$ cat src/design/shc_pkg.sv
// shared types, constants and the half-step pattern table of the stepper sequencer
// used by shc_step_logic and stepper_half_step_controller; no dependencies
`default_nettype none

package shc_pkg;

  localparam int STEP_COUNT_BITS = 24;
  localparam int DELAY_BITS      = 16;
  localparam int PHASE_BITS      = 3;
  localparam int COIL_BITS       = 4;
  localparam int FUNC_BITS       = 3;
  localparam int CFG_INDEX_BITS  = 1;
  localparam int CFG_DATA_BITS   = DELAY_BITS;

  localparam logic [DELAY_BITS-1:0] STEP_DELAY_RESET = DELAY_BITS'(2);

  typedef enum logic [FUNC_BITS-1:0] {
    FUNC_TICK    = 3'd0,
    FUNC_MOVE    = 3'd1,
    FUNC_STOP    = 3'd2,
    FUNC_STEP    = 3'd3,
    FUNC_RELEASE = 3'd4
  } shc_func_e;

  localparam logic [CFG_INDEX_BITS-1:0] CFG_STEP_DELAY    = 1'b0;
  localparam logic [CFG_INDEX_BITS-1:0] CFG_DRIVER_ENABLE = 1'b1;

  typedef struct packed {
    logic [DELAY_BITS-1:0] step_delay;
    logic                  driver_enable;
  } shc_cfg_t;

  typedef struct packed {
    logic [FUNC_BITS-1:0]       func;
    logic [STEP_COUNT_BITS-1:0] step_count;
    logic                       step_direction;
  } shc_item_t;

  typedef struct packed {
    logic [PHASE_BITS-1:0]      phase;
    logic [COIL_BITS-1:0]       coil;
    logic                       running;
    logic                       dir;
    logic [STEP_COUNT_BITS-1:0] total;
    logic [STEP_COUNT_BITS-1:0] done;
    logic [DELAY_BITS-1:0]      delay_left;
  } shc_state_t;

  typedef struct packed {
    logic [COIL_BITS-1:0]       coil_pattern;
    logic                       busy_res;
    logic [STEP_COUNT_BITS-1:0] steps_completed;
    logic [STEP_COUNT_BITS-1:0] steps_requested;
    logic                       moving_direction;
    logic                       cmd_accepted;
    logic                       move_finished;
  } shc_result_t;

  // half-step drive pattern, bit0 is the first coil
  function automatic logic [COIL_BITS-1:0] half_step_pattern(input logic [PHASE_BITS-1:0] ph);
    logic [COIL_BITS-1:0] pat;
    case (ph)
      3'd0:    pat = 4'h1;
      3'd1:    pat = 4'h3;
      3'd2:    pat = 4'h2;
      3'd3:    pat = 4'h6;
      3'd4:    pat = 4'h4;
      3'd5:    pat = 4'hC;
      3'd6:    pat = 4'h8;
      default: pat = 4'h9;
    endcase
    return pat;
  endfunction

endpackage

`default_nettype wire

$ cat src/design/shc_step_logic.sv
// next-state and result logic for one event item of the stepper sequencer
// depends on shc_pkg
`default_nettype none

module shc_step_logic (
  input  shc_pkg::shc_cfg_t    cfg_i,
  input  shc_pkg::shc_state_t  state_i,
  input  shc_pkg::shc_item_t   item_i,
  output shc_pkg::shc_state_t  state_o,
  output shc_pkg::shc_result_t result_o
);
  import shc_pkg::*;

  logic [DELAY_BITS-1:0]      reload;
  logic [STEP_COUNT_BITS-1:0] done_inc;
  logic [PHASE_BITS-1:0]      phase_up;
  logic [PHASE_BITS-1:0]      phase_dn;
  logic                       step_en;
  logic                       step_dir;
  logic                       accepted;
  logic                       finished;
  shc_state_t                 nxt;

  // zero delay acts as one
  assign reload   = (cfg_i.step_delay == '0) ? DELAY_BITS'(1) : cfg_i.step_delay;
  assign done_inc = state_i.done + STEP_COUNT_BITS'(1);
  assign phase_up = state_i.phase + PHASE_BITS'(1);
  assign phase_dn = state_i.phase - PHASE_BITS'(1);

  always_comb begin
    nxt      = state_i;
    step_en  = 1'b0;
    step_dir = state_i.dir;
    accepted = 1'b0;
    finished = 1'b0;
    case (shc_func_e'(item_i.func))
      FUNC_TICK: begin
        if (state_i.running) begin
          if (state_i.delay_left <= DELAY_BITS'(1)) begin
            if (done_inc == state_i.total) begin
              nxt.running    = 1'b0;
              nxt.done       = '0;
              nxt.delay_left = '0;
              finished       = 1'b1;
            end else begin
              nxt.done       = done_inc;
              step_en        = 1'b1;
              nxt.delay_left = reload;
            end
          end else begin
            nxt.delay_left = state_i.delay_left - DELAY_BITS'(1);
          end
        end
      end
      FUNC_MOVE: begin
        if (cfg_i.driver_enable && !state_i.running) begin
          accepted  = 1'b1;
          nxt.dir   = item_i.step_direction;
          nxt.total = item_i.step_count;
          nxt.done  = '0;
          if (item_i.step_count == '0) begin
            finished       = 1'b1;
            nxt.delay_left = '0;
          end else begin
            nxt.running    = 1'b1;
            step_en        = 1'b1;
            step_dir       = item_i.step_direction;
            nxt.delay_left = reload;
          end
        end
      end
      FUNC_STOP: begin
        nxt.running    = 1'b0;
        nxt.done       = '0;
        nxt.delay_left = '0;
        if (cfg_i.driver_enable) begin
          nxt.coil = '0;
        end
      end
      FUNC_STEP: begin
        if (cfg_i.driver_enable) begin
          accepted = 1'b1;
          step_en  = 1'b1;
          step_dir = item_i.step_direction;
        end
      end
      FUNC_RELEASE: begin
        if (cfg_i.driver_enable) begin
          nxt.coil = '0;
        end
      end
      default: begin
      end
    endcase

    // a step moves the phase only while the driver is enabled
    if (step_en && cfg_i.driver_enable) begin
      nxt.phase = step_dir ? phase_dn : phase_up;
      nxt.coil  = half_step_pattern(nxt.phase);
    end
  end

  assign state_o = nxt;

  assign result_o.coil_pattern     = nxt.coil;
  assign result_o.busy_res         = nxt.running;
  assign result_o.steps_completed  = nxt.done;
  assign result_o.steps_requested  = nxt.total;
  assign result_o.moving_direction = nxt.dir;
  assign result_o.cmd_accepted     = accepted;
  assign result_o.move_finished    = finished;

endmodule

`default_nettype wire

$ cat src/design/stepper_half_step_controller.sv
// top level of the half-step stepper sequencer: input register, motion state, result register
// depends on shc_pkg and shc_step_logic
//
// usage
//   event items (func, step_count, step_direction) arrive on a valid/ready channel;
//   a transfer happens when in_valid_i and in_ready_o are both high
//   each event gives exactly one result on the output valid/ready channel
//   an event transferred into the input register moves on to the output register
//   once that register can take a result, and out_valid_o rises with that load
//   throughput: one event per cycle while out_ready_i is high; the input and output
//   registers are separate stages, so a new event is taken while a result waits
//   stall: when out_ready_i is low the result is held, the input register fills,
//   and in_ready_o drops only once both stages are occupied
//   reset: rst_ni low clears the motion state (phase 0, coils off, no move),
//   empties both stages, and loads step_delay 2 with the driver disabled
//   configuration: cfg_we_i writes step_delay (index 0) or driver_enable (index 1);
//   writes are expected only while the block is idle
`default_nettype none

module stepper_half_step_controller (
  input  wire                                  clk_i,
  input  wire                                  rst_ni,
  // configuration write port
  input  wire                                  cfg_we_i,
  input  wire  [shc_pkg::CFG_INDEX_BITS-1:0]   cfg_index_i,
  input  wire  [shc_pkg::CFG_DATA_BITS-1:0]    cfg_data_i,
  // event channel
  input  wire                                  in_valid_i,
  output logic                                 in_ready_o,
  input  wire  [shc_pkg::FUNC_BITS-1:0]        func_i,
  input  wire  [shc_pkg::STEP_COUNT_BITS-1:0]  step_count_i,
  input  wire                                  step_direction_i,
  // result channel
  output logic                                 out_valid_o,
  input  wire                                  out_ready_i,
  output logic [shc_pkg::COIL_BITS-1:0]        coil_pattern_o,
  output logic                                 busy_res_o,
  output logic [shc_pkg::STEP_COUNT_BITS-1:0]  steps_completed_o,
  output logic [shc_pkg::STEP_COUNT_BITS-1:0]  steps_requested_o,
  output logic                                 moving_direction_o,
  output logic                                 cmd_accepted_o,
  output logic                                 move_finished_o
);
  import shc_pkg::*;

  // configuration registers
  shc_cfg_t    cfg_q;

  // input stage
  logic        item_valid_q;
  shc_item_t   item_q;

  // motion state
  shc_state_t  state_q;
  shc_state_t  state_d;

  // output stage
  logic        out_valid_q;
  shc_result_t result_q;
  shc_result_t result_d;

  logic        out_load;
  logic        item_fire;
  logic        in_xfer;

  // output register can take a new result when empty or being drained
  assign out_load  = !out_valid_q || out_ready_i;
  assign item_fire = item_valid_q && out_load;
  assign in_ready_o = !item_valid_q || out_load;
  assign in_xfer   = in_valid_i && in_ready_o;

  // config decode
  always_ff @(posedge clk_i or negedge rst_ni) begin
    if (!rst_ni) begin
      cfg_q.step_delay    <= STEP_DELAY_RESET;
      cfg_q.driver_enable <= 1'b0;
    end else if (cfg_we_i) begin
      unique case (cfg_index_i)
        CFG_STEP_DELAY:    cfg_q.step_delay    <= cfg_data_i[DELAY_BITS-1:0];
        CFG_DRIVER_ENABLE: cfg_q.driver_enable <= cfg_data_i[0];
        default: begin
        end
      endcase
    end
  end

  // input register
  always_ff @(posedge clk_i or negedge rst_ni) begin
    if (!rst_ni) begin
      item_valid_q <= 1'b0;
    end else if (in_xfer) begin
      item_valid_q <= 1'b1;
    end else if (out_load) begin
      item_valid_q <= 1'b0;
    end
  end

  always_ff @(posedge clk_i) begin
    if (in_xfer) begin
      item_q.func           <= func_i;
      item_q.step_count     <= step_count_i;
      item_q.step_direction <= step_direction_i;
    end
  end

  // per-event update
  shc_step_logic u_step (
    .cfg_i    (cfg_q),
    .state_i  (state_q),
    .item_i   (item_q),
    .state_o  (state_d),
    .result_o (result_d)
  );

  // motion state advances once per processed event
  always_ff @(posedge clk_i or negedge rst_ni) begin
    if (!rst_ni) begin
      state_q <= '0;
    end else if (item_fire) begin
      state_q <= state_d;
    end
  end

  // result register
  always_ff @(posedge clk_i or negedge rst_ni) begin
    if (!rst_ni) begin
      out_valid_q <= 1'b0;
    end else if (item_fire) begin
      out_valid_q <= 1'b1;
    end else if (out_ready_i) begin
      out_valid_q <= 1'b0;
    end
  end

  always_ff @(posedge clk_i) begin
    if (item_fire) begin
      result_q <= result_d;
    end
  end

  assign out_valid_o        = out_valid_q;
  assign coil_pattern_o     = result_q.coil_pattern;
  assign busy_res_o         = result_q.busy_res;
  assign steps_completed_o  = result_q.steps_completed;
  assign steps_requested_o  = result_q.steps_requested;
  assign moving_direction_o = result_q.moving_direction;
  assign cmd_accepted_o     = result_q.cmd_accepted;
  assign move_finished_o    = result_q.move_finished;

endmodule

`default_nettype wire

$ cat config.mk
export PLATFORM = sky130hd
export DESIGN_NAME = stepper_half_step_controller
export DESIGN_NICKNAME = d
export VERILOG_FILES = /design/src/design/shc_pkg.sv /design/src/design/shc_step_logic.sv /design/src/design/stepper_half_step_controller.sv
export SDC_FILE = /design/constraint.sdc
export NUM_CORES = 1
export LEC_CHECK = 0
export BUFFER_PORTS_ARGS = -buffer_cell sky130_fd_sc_hd__buf_2
export CELL_PAD_IN_SITES_DETAIL_PLACEMENT = 0
export CELL_PAD_IN_SITES_GLOBAL_PLACEMENT = 1
export CORE_ASPECT_RATIO = 2
export CORE_MARGIN = 3
export CORE_UTILIZATION = 39
export DETAILED_ROUTE_END_ITERATION = 7
export GPL_TIMING_DRIVEN = 0
export PLACE_DENSITY_LB_ADDON = 0.12
export SYNTH_ARGS = -nofsm -noshare
export SYNTH_HDL_FRONTEND = slang
export SYNTH_HIERARCHICAL = 1
export SYNTH_SLANG_ARGS = --single-unit
$ cat constraint.sdc
create_clock -name clk_i -period 8.8 [get_ports clk_i]
set_clock_uncertainty 0.1 [all_clocks]
set_input_delay 0.88 -clock clk_i [delete_from_list [all_inputs] [get_ports clk_i]]
set_output_delay 0.88 -clock clk_i [all_outputs]
set_load 0.1 [all_outputs]
# Word level (Yosys, flattened, before mapping)
# Cells that the tools add are included.
[totals] reg_bits=176 wordCells=102
[op_classes] n_mux=41 n_bitwise=1 n_eq_ne=13 magnitude_cmp=1 n_addsub=4 reduce_logical=21
[ops] cell="case mux 40 bit (3 select lines)" n=1
[ops] cell="two-way mux 40 bit" n=2
[ops] cell="two-way mux 66 bit" n=1
[ops] cell="two-way mux 16 bit" n=3
[ops] cell="case mux 4 bit (7 select lines)" n=1
[ops] cell="two-way mux 25 bit" n=1
[ops] cell="adder 24 x 1 -> 24 bit (second input constant)" n=1
[ops] cell="== test 24 bit" n=1
[ops] cell="zero test 24 bit" n=1
[ops] cell="two-way mux 24 bit" n=1
[ops] cell="two-way mux 1 bit" n=22
[ops] cell="<= comparator 16 x 1 -> 1 bit (second input constant)" n=1
[ops] cell="zero test 16 bit" n=1
[ops] cell="subtractor 16 x 1 -> 16 bit (second input constant)" n=1
[ops] cell="== test 3 x 2 -> 1 bit (second input constant)" n=4
[ops] cell="== test 3 bit (second input constant)" n=4
[ops] cell="two-way mux 4 bit" n=3
[ops] cell="== test 3 x 1 -> 1 bit (second input constant)" n=2
[ops] cell="zero test 3 bit" n=2
[ops] cell="case mux 1 bit (2 select lines)" n=3
[ops] cell="case mux 1 bit (3 select lines)" n=2
[ops] cell="AND reduction 2 bit" n=3
[ops] cell="logical AND 1 bit" n=4
[ops] cell="AND reduction 4 bit" n=1
[ops] cell="11 further kinds" n=15

# Logic depth before layout (Yosys ltp)
# Gate-level depths: netlist of the first run.
[logic_depth] ltp_word=8 depth_mapped=14

# Modules after synthesis
# The synthesis of the first run kept the hierarchy.
[by_module_without_submodules] mod="stepper_half_step_controller" n_inst=1 area_each_um2=6273.5 cells_per_inst=285
[by_module_without_submodules] mod="shc_step_logic" n_inst=1 area_each_um2=3822.4 cells_per_inst=633

# Worst setup path before layout of the first run
# Ideal clock, no wire load.
[synth_timing] path_type="register -> register" start="reg state_q[16] (netlist bit)" end="reg state_q[39] (netlist bit)" setup_slack_ns=5.153 path_stages_with_launch=15 t_arrival_ns=3.420 t_required_ns=8.572 cell_sequence="dfrtp_1 ha_1 buf_2 nand4_1 nor3_1 mux2i_1 or4b_1 and4b_1 a41oi_2 buf_2 buf_6 nand3_1 a31oi_1 buf_4 mux2_1"
[synth_rtl] element="start: declaration" line_no="stepper_half_step_controller.sv:54" rtl="shc_state_t state_q;"
[synth_rtl] element="start signal: assignment" line_no="stepper_half_step_controller.sv:120" rtl="state_q <= state_d;"

==> impl_metrics.csv, run 1 <==
group,metric,value,unit
sta,finalCriticalPeriod,4.62,ns
synth,synthTopCellsByArea,"edfxtp_1, dfrtp_1, mux2_4",
synth,synthesis.area,0.0101,mm2
global_routing,grt_pass1_wl,43600,um
route,met3_length,877,um
synth,syn_avg_cell_area,11.0,um2
synth,synth-simple-area-share,15.7,%
flow_run,maxCapViolCount,0,
status,status,"completed",
critical_path,cp_data_required_time,9.04,ns
sta,finalWorstSetupSlack,4.18,ns
cells_and_area,fin_area,0.0117,mm2
route,via_per_inst,5.33,
cts,clock-sinks,176,
synth,async_reset_ff_share,52.3,%
critical_path,crit_fanout,10,
floorplan,fp.coreArea,0.0252,mm2
cells_and_area,multiInputGateArea,0.00439,mm2
synth,synth_top_family_by_area,"simple AND/OR/NAND/NOR gates",
pwr,power_leakage,5.12,nW
worst_hold_path,holdCritPathClass,"input pin to asynchronous set/reset pin",
route,drtIter0Drc,359,
cts,cts_tree,"built",
cells_and_area,regArea,0.00483,mm2
synth,synth_top_area_cell,"edfxtp_1",
synth,synth_commonest_cells,"nand2_1, dfrtp_1, edfxtp_1",
route,m1WireLength,9610,um
sta,fin_tns_setup,0,ns
route,ant_nets,0,
synth,yosysSeqAreaShare,47.8,%
critical_path,rr_startpoint,"state_q[16]",
route,wl_per_cell,20.7,um
cells_and_area,antenna_cells,0,
synth,syn_inst,918,
cts,htreeDepth,4,
pwr,powerDensity,284,mW/mm2
critical_path,crit_path_end_kind,"register",
place,dp_hpwl,22500,um
critical_path,r2r_end,"state_q[39]",
sta,setup_viol,0,
critical_path,r2r_slack,4.18,ns
cts,cts_max_path_buffers,2,
place,port-buffer-count,107,
sta,hold_ws,0.337,ns
critical_path,reg2reg_depth,12,
floorplan,fp.dieH,234,um
floorplan,num_rows,82,
synth,synthAdderAreaFrac,1.19,%
pwr,irDropWorstVdd,0.182,mV
floorplan,dieArea,0.0280,mm2
place,post-place-cells,1363,
global_routing,antenna_found_initial,0,
cts,cts_buffers,17,
place,place_area,0.0111,mm2
cells_and_area,fill_cells,2485,
critical_path,arrival,4.86,ns
route,post-route-drc-count,0,
sta,maxSlewHeadroom,18.3,%
critical_path,critPathLaunchType,"register",
route,drt_pass1_iterations,5,
global_routing,grt_pass1_vias,7570,
route,dr.max_layer_used,"met4",
critical_path,crit_type,"register to register",
route,met2_length,16900,um
cells_and_area,fin_util,46.3,%
synth,synth_most_common_cell,"nand2_1",
global_routing,grt_max_degree,51,
cells_and_area,finalNonFillerCells,1395,
synth,synth_nets,977,
synth,synth_top_area_share,25.0,%
synth,muxShareOfSynthArea,14.1,%
synth,synth_compound_area_share,9.47,%
cts,cts_resized,0,
cts,cts-root-buf,"clkbuf_16",
synth,yosys_warnings,6,
cells_and_area,drive_above_1_share,30.0,%
route,vias,7431,
cells_and_area,num-nets-final,1105,
synth,postSynthRegisterBits,176,
synth,ys_dominant_reg_cell,"dfrtp_1",
synth,yosys.area_share.xor_xnor,3.04,%
cells_and_area,area_growth,15.7,%
pwr,power.total,3.31,mW
sta,slew_violations,0,
global_routing,grtUsageTotal,21.2,%
floorplan,fp.dieW,120,um
floorplan,pin_count,108,
global_routing,grt_overflow,0,
place,gp_congestion,0.894,
cts,hold_buffers,0,
cts,cts.clk_slew.worst_paths,0.07,ns
sta,hold_viol_final,0,
sta,fin_crit_sh,52.5,%
sta,fmax,216,MHz
cts,cts_setup_buffers,0,
place,pre_cts_ws,4.16,ns
synth,synthDistinctLibCells,76,
synth,synth_edf_count,84,
route,wirelength,28900,um
floorplan,start_util,40.0,%
sta,worstMarginPinSlew,1.22,ns
cts,insertion_delay,0.45,ns
sta,rsz0062_at_grt,"false",
[worst max-delay path, stage by stage (launching register included)]
cell and delay [ns]:
dfrtp_1 0.47, nand3_1 0.33, nor3_1 1.01, mux2i_1 0.35, or4b_1 0.49, and4b_1 0.34, a41oi_2 0.18, buf_2 0.27
buf_6 0.19, nand3_1 0.09, a31oi_1 0.21, buf_4 0.20, mux2_1 0.27
[sequential cells by signal, indices dropped and copies added, names as in the netlist]
name / cells
moving_direction_o: 1
coil_pattern_o: 4
out_valid_o: 1
steps_requested_o: 24
item_q: 28
state_q: 73
busy_res_o: 1
steps_completed_o: 24
cmd_accepted_o: 1
cfg_q: 17
move_finished_o: 1
item_valid_q: 1
[layout make-up]
| type | count | area share, % |
|---|---|---|
| well taps | 336 | 3.60 |
| clock buffers | 19 | 3.88 |
| repair buffers | 109 | 5.01 |
| plain buffers | 108 | 6.56 |
| flip-flops and latches | 176 | 41.3 |
| multi-input cells | 604 | 37.6 |
| clock inverters | 13 | 1.05 |
| inverters | 30 | 0.964 |
[logic make-up (layout without fill, tap and decap cells)]
| family | Yosys count | count (layout) |
|---|---|---|
| buf+inv | 138 | 279 |
| mux | 108 | 108 |
| simple gates | 312 | 312 |
| xor+xnor | 35 | 35 |
| compound gates | 140 | 140 |
| fa+ha+maj | 9 | 9 |
| flops | 176 | 176 |
[worst max-delay path by stage]
stage / startpoint / end / cells after the start
final: state_q[16] / state_q[39] / 12
after global routing: state_q[16] / state_q[39] / 14
after CTS: state_q[16] / state_q[39] / 14
after detailed placement: state_q[16] / state_q[39] / 14
after global placement: state_q[16] / state_q[39] / 14
after floorplan: state_q[16] / state_q[39] / 14
[layer usage]
metal,vias to the layer above,global-route usage (%)
li1,3564,-
met1,3618,19.9
met2,183,41.9
met3,66,3.37
met4,0,12.5
met5,-,0
[power breakdown]
group          leakage, nW  internal (mW)  switching, mW
Sequential            2.03           1.03          0.155
Clock                0.273          0.387          0.356
Combinational         2.82          0.503          0.877
Total                 5.12           1.92           1.39
[layout by cell type (no fill, tap or decap), drive strengths merged, types with 6 or more instances in the layout]
| cell | instances |
|---|---|
| a21oi | 20 |
| a22oi | 7 |
| a31oi | 36 |
| and2 | 8 |
| and3 | 9 |
| and4 | 7 |
| buf | 186 |
| clkbuf | 50 |
| dfrtp | 91 |
| edfxtp | 84 |
| ha | 8 |
| inv | 35 |
| mux2 | 95 |
| mux2i | 13 |
| nand2 | 123 |
| nand2b | 8 |
| nand3 | 28 |
| nand3b | 10 |
| nand4 | 17 |
| nor2 | 34 |
| nor3 | 21 |
| nor4 | 20 |
| o21ai | 33 |
| o221ai | 8 |
| or3 | 8 |
| or4 | 6 |
| xnor2 | 24 |
| xor2 | 11 |
Note: power is estimated with default switching activity, not from simulation.
==> run 2, diff against run 1 <==
==> constraint.sdc (replaced) <==
create_clock -name clk_i -period 4.8 [get_ports clk_i]
set_clock_uncertainty 0.1 [all_clocks]
set_input_delay 0.48 -clock clk_i [delete_from_list [all_inputs] [get_ports clk_i]]
set_output_delay 0.48 -clock clk_i [all_outputs]
set_load 0.1 [all_outputs]
==> impl_metrics.csv, run 2 (synthesis results as in run 1) <==
group,metric,value,unit
status,status,"completed",
global_routing,grtUsageTotal,21.2,%
critical_path,path_cells,"nand3_1 -> nor3_1 -> mux2i_1 -> or4b_1 -> and4b_1 -> a41oi_2 -> buf_2 -> buf_6 -> nand3_1 -> a31oi_1 -> buf_4 -> mux2_1",
route,wl_per_cell,20.8,um
place,gp_congestion,0.894,
sta,maxSlewHeadroom,17.5,%
critical_path,cpLargestDelayFamily,"simple AND/OR/NAND/NOR gates",
route,via_per_inst,5.34,
cells_and_area,antenna_cells,0,
worst_hold_path,holdCritPathClass,"input pin to register",
sta,worstMarginPinSlew,1.23,ns
cts,cts.clk_slew.worst_paths,0.07,ns
cells_and_area,drive_above_1_share,30.2,%
worst_hold_path,min_path_cells,1,
place,post-place-cells,1363,
sta,fin_crit_sh,96.5,%
global_routing,antenna_found_initial,0,
critical_path,crit_fanout,10,
critical_path,crit_path_end_kind,"register",
critical_path,critPathLaunch,"state_q[16]",
cts,cts_max_path_buffers,2,
critical_path,crit_cells,12,
worst_hold_path,holdCritStartpoint,"step_count_i[21]",
cells_and_area,final_common_cell,"nand2_1",
cells_and_area,top_register,"state_q",
global_routing,grt_pass1_wl,43600,um
sta,hold_viol_final,0,
floorplan,num_rows,82,
cts,insertion_delay,0.45,ns
route,vias,7458,
pwr,powerDensity,519,mW/mm2
pwr,power.total,6.07,mW
global_routing,grt_pass1_vias,7570,
floorplan,dieArea,0.0280,mm2
floorplan,start_util,40.0,%
route,drtIter0Drc,397,
critical_path,arrival,4.87,ns
critical_path,crit_type,"register to register",
place,port-buffer-count,107,
critical_path,path_buf_inv,3,
critical_path,critPathLaunchType,"register",
floorplan,fp.dieH,234,um
route,drt_pass1_iterations,5,
place,pre_cts_ws,0.159,ns
cts,cts_buffers,17,
critical_path,cpMaxStageDelayCell,"nor3_1",
sta,rsz0062_at_grt,"false",
cts,clock-sinks,176,
cells_and_area,largest_register_ffs,73,
floorplan,fp.coreArea,0.0252,mm2
critical_path,reg2reg_depth,12,
pwr,power_leakage,5.13,nW
global_routing,grt_max_degree,51,
route,ant_nets,0,
critical_path,cp_common_cell,"nand3_1",
cts,htreeDepth,4,
route,wirelength,29000,um
place,dp_hpwl,22500,um
cells_and_area,mostFrequentLayoutCells,"nand2_1, buf_2, dfrtp_1",
critical_path,cp_data_required_time,5.04,ns
sta,fmax,216,MHz
cells_and_area,area_growth,15.9,%
pwr,irDropWorstVdd,0.334,mV
global_routing,grt_overflow,0,
critical_path,max_stage_delay,1.03,ns
sta,finalCriticalPeriod,4.63,ns
route,post-route-drc-count,0,
floorplan,fp.dieW,120,um
critical_path,rr_startpoint,"state_q[16]",
cts,cts_setup_buffers,0,
cts,cts-root-buf,"clkbuf_16",
sta,setup_viol,0,
floorplan,pin_count,108,
flow_run,maxCapViolCount,0,
cells_and_area,num-nets-final,1106,
cells_and_area,finalNonFillerCells,1396,
cts,cts_tree,"built",
place,place_area,0.0111,mm2
cells_and_area,fin_area,0.0117,mm2
sta,slew_violations,0,
cells_and_area,top_regs,"state_q: 73 flops, item_q: 28 flops",
sta,fin_tns_setup,0,ns
sta,finalWorstSetupSlack,0.170,ns
==> run 2: changes by cell type in the layout (fill, tap and decap cells not counted), sizes merged <==
cell,before,now
dlygate4sd3,0,1
==> run 2: power breakdown <==
group          total [mW]  switching, mW  internal (mW)
clock network        1.36          0.650          0.710
logic                2.53           1.61          0.922
registers            2.18          0.284           1.89
total                6.07           2.54           3.53
==> run 2: final timing paths <==
| kind | to | slack, ns |
|---|---|---|
| setup / recovery | state_q[39] | 0.17 |
| hold / removal | item_q[22] | 0.1 |
| setup reg to reg | state_q[39] | 0.17 |
| hold reg to reg | cfg_q[1] | 0.40 |
| max in group asynchronous | cfg_q[2] | 3.36 |
| min in group asynchronous | state_q[47] | 0.48 |
==> run 2: layout make-up <==
class | count | area [um2]
Buffer | 108 | 766
Clock inverter | 13 | 123
Multi-Input combinational cell | 604 | 4400
Tap cell | 336 | 420
Timing Repair Buffer | 110 | 596
Sequential cell | 176 | 4830
Clock buffer | 19 | 453
Fill cell | 2485 | 13500
Inverter | 30 | 113
==> run 2: per-layer routing <==
metal | track usage (%) | routed length (um) | vias up
met4 | 12.5 | 1620 | 0
met2 | 41.9 | 16800 | 179
li1 | - | - | 3554
met3 | 3.37 | 829 | 64
met5 | 0 | 0 | -
met1 | 19.9 | 9710 | 3661
==> run 2: through the flow <==
step           util [%]  hold slack, ns
2_1_floorplan         -          0.0844
3_3_place_gp       43.8           0.387
3_5_place_dp       44.0           0.390
4_1_cts            46.3          0.0695
5_1_grt            46.4          0.0812
6_report           46.4          0.0997
==> run 2: worst reg2reg max path, delay by kind of cell, from the launching register on <==
kind / cells / cell delay [ns]
buffers and inverters: 3 / 0.66
AND/OR/NAND/NOR: 5 / 2.26
flip-flops: 1 / 0.47
AO/OA/AOI/OAI: 2 / 0.39
multiplexers: 2 / 0.61
==> run 2: what timing repair did <==
item,CTS,global route
endpoints found under the hold margin,42,0
resized for setup,0,2
hold buffers,1,0
endpoints found under the setup margin,0,13
==> run 3, diff against run 2 <==
--- a/config.mk
+++ b/config.mk
@@ -6,6 +6,7 @@
 export NUM_CORES = 1
 export LEC_CHECK = 0
 export BUFFER_PORTS_ARGS = -buffer_cell sky130_fd_sc_hd__buf_2
+export CAP_MARGIN = 25
 export CELL_PAD_IN_SITES_DETAIL_PLACEMENT = 0
 export CELL_PAD_IN_SITES_GLOBAL_PLACEMENT = 1
 export CORE_ASPECT_RATIO = 2
==> constraint.sdc (replaced) <==
create_clock -name clk_i -period 6 [get_ports clk_i]
set_clock_uncertainty 0.1 [all_clocks]
set_input_delay 0.6 -clock clk_i [delete_from_list [all_inputs] [get_ports clk_i]]
set_output_delay 0.6 -clock clk_i [all_outputs]
set_load 0.1 [all_outputs]
==> impl_metrics.csv, run 3 (synthesis results as in run 1) <==
group,metric,value,unit
global_routing,grt_overflow,0,
cells_and_area,fin_util,46.5,%
place,dp_hpwl,22500,um
cts,cts_setup_buffers,0,
global_routing,grt_pass1_wl,43600,um
critical_path,r2r_slack,1.33,ns
global_routing,grtUsageTotal,21.1,%
route,via_per_inst,5.31,
critical_path,r2r_end,"state_q[39]",
route,post-route-drc-count,0,
floorplan,dieArea,0.0280,mm2
place,post-place-cells,1366,
route,ant_nets,0,
floorplan,fp.dieH,234,um
sta,maxSlewHeadroom,37.1,%
cts,cts_max_path_buffers,2,
critical_path,crit_fanout,10,
floorplan,start_util,40.0,%
global_routing,antenna_found_initial,0,
critical_path,crit_path_end_kind,"register",
sta,finalWorstSetupSlack,1.33,ns
route,drtIter0Drc,379,
floorplan,num_rows,82,
sta,rsz0062_at_grt,"false",
cells_and_area,top_register,"state_q",
status,status,"completed",
route,drt_pass1_iterations,5,
cells_and_area,largest_register_ffs,73,
cts,clock-sinks,176,
critical_path,rr_startpoint,"state_q[16]",
sta,slew_violations,0,
sta,hold_viol_final,0,
pwr,irDropWorstVdd,0.261,mV
cells_and_area,antenna_cells,0,
pwr,power.total,4.90,mW
cells_and_area,area_growth,16.3,%
cells_and_area,final_common_cell,"nand2_1",
sta,finalCriticalPeriod,4.67,ns
cells_and_area,multiInputGateArea,0.00439,mm2
route,wl_per_cell,20.6,um
sta,fin_crit_sh,77.8,%
critical_path,crit_type,"register to register",
pwr,powerDensity,418,mW/mm2
cells_and_area,mostFrequentLayoutCells,"nand2_1, buf_2, dfrtp_1",
critical_path,cp_data_required_time,6.24,ns
cells_and_area,fill_cells,2491,
worst_hold_path,holdCritPathClass,"input pin to asynchronous set/reset pin",
flow_run,maxCapViolCount,0,
cts,insertion_delay,0.45,ns
route,m1WireLength,9600,um
global_routing,grt_max_degree,51,
route,met3_length,818,um
sta,fmax,214,MHz
cts,hold_buffers,0,
route,met2_length,17100,um
critical_path,reg2reg_depth,14,
critical_path,arrival,4.90,ns
cts,cts-root-buf,"clkbuf_16",
place,gp_congestion,0.894,
sta,setup_viol,0,
critical_path,critPathLaunchType,"register",
cts,cts_resized,0,
cts,htreeDepth,4,
route,dr.max_layer_used,"met4",
cts,cts.clk_slew.worst_paths,0.07,ns
cts,cts_tree,"built",
pwr,power_leakage,5.16,nW
sta,fin_tns_setup,0,ns
cells_and_area,drive_above_1_share,30.1,%
cells_and_area,top_regs,"state_q: 73 flops, item_q: 28 flops",
cells_and_area,regArea,0.00483,mm2
floorplan,fp.coreArea,0.0252,mm2
floorplan,pin_count,108,
sta,worstMarginPinSlew,0.931,ns
global_routing,grt_pass1_vias,7588,
place,pre_cts_ws,1.36,ns
cts,cts_buffers,17,
route,wirelength,28800,um
route,vias,7428,
place,port-buffer-count,107,
floorplan,fp.dieW,120,um
cells_and_area,finalNonFillerCells,1398,
cells_and_area,num-nets-final,1108,
==> run 3: worst max-delay path: stages, from the launching register on <==
cell	delay (ns)
dfrtp_1	0.46
ha_1	0.18
buf_2	0.18
nand4_1	0.35
nor3_1	0.81
mux2i_1	0.16
or4b_1	0.55
and4b_1	0.34
a41oi_2	0.19
buf_2	0.26
buf_6	0.18
nand3_1	0.08
a31oi_1	0.23
buf_4	0.21
mux2_1	0.27
==> run 3: through the flow <==
step / hold WS, ns / cell area (um2)
global route: 0.0811 / 11700
CTS: 0.0655 / 11700
global placement: 0.387 / 11100
finish: 0.0598 / 11700
detailed placement: 0.387 / 11100
floorplan: 0.204 / 10100
==> run 3: worst max path at each step <==
| stage | start | to | slack, ns | cells past startpoint |
|---|---|---|---|---|
| 2_1_floorplan | state_q[16] | state_q[39] | 2.35 | 14 |
| 3_3_place_gp | state_q[16] | state_q[39] | 1.35 | 14 |
| 3_5_place_dp | state_q[16] | state_q[39] | 1.36 | 14 |
| 4_1_cts | state_q[16] | state_q[39] | 1.32 | 14 |
| 5_1_grt | state_q[16] | state_q[39] | 1.01 | 14 |
| 6_report | state_q[16] | state_q[39] | 1.33 | 14 |
==> run 3: cell type report <==
cell class                 count  share of cell area [%]
inverter                      30                   0.959
buffer                       108                    6.52
sequential                   176                    41.1
timing repair buffer         112                    5.33
multi-input combinational    604                    37.4
tap                          336                    3.58
clock inverter                13                    1.25
clock buffer                  19                    3.86
==> run 3: power breakdown <==
part	switching, mW	internal (mW)	leakage (nW)
Combinational	1.29	0.740	2.85
Sequential	0.227	1.51	2.03
Clock	0.523	0.611	0.291
==> run 3: per-layer routing <==
| metal | global-route usage (%) | up-vias |
|---|---|---|
| met4 | 11.4 | 0 |
| met5 | 0 | - |
| met1 | 19.8 | 3628 |
| li1 | - | 3574 |
| met2 | 42.6 | 170 |
| met3 | 3.25 | 56 |
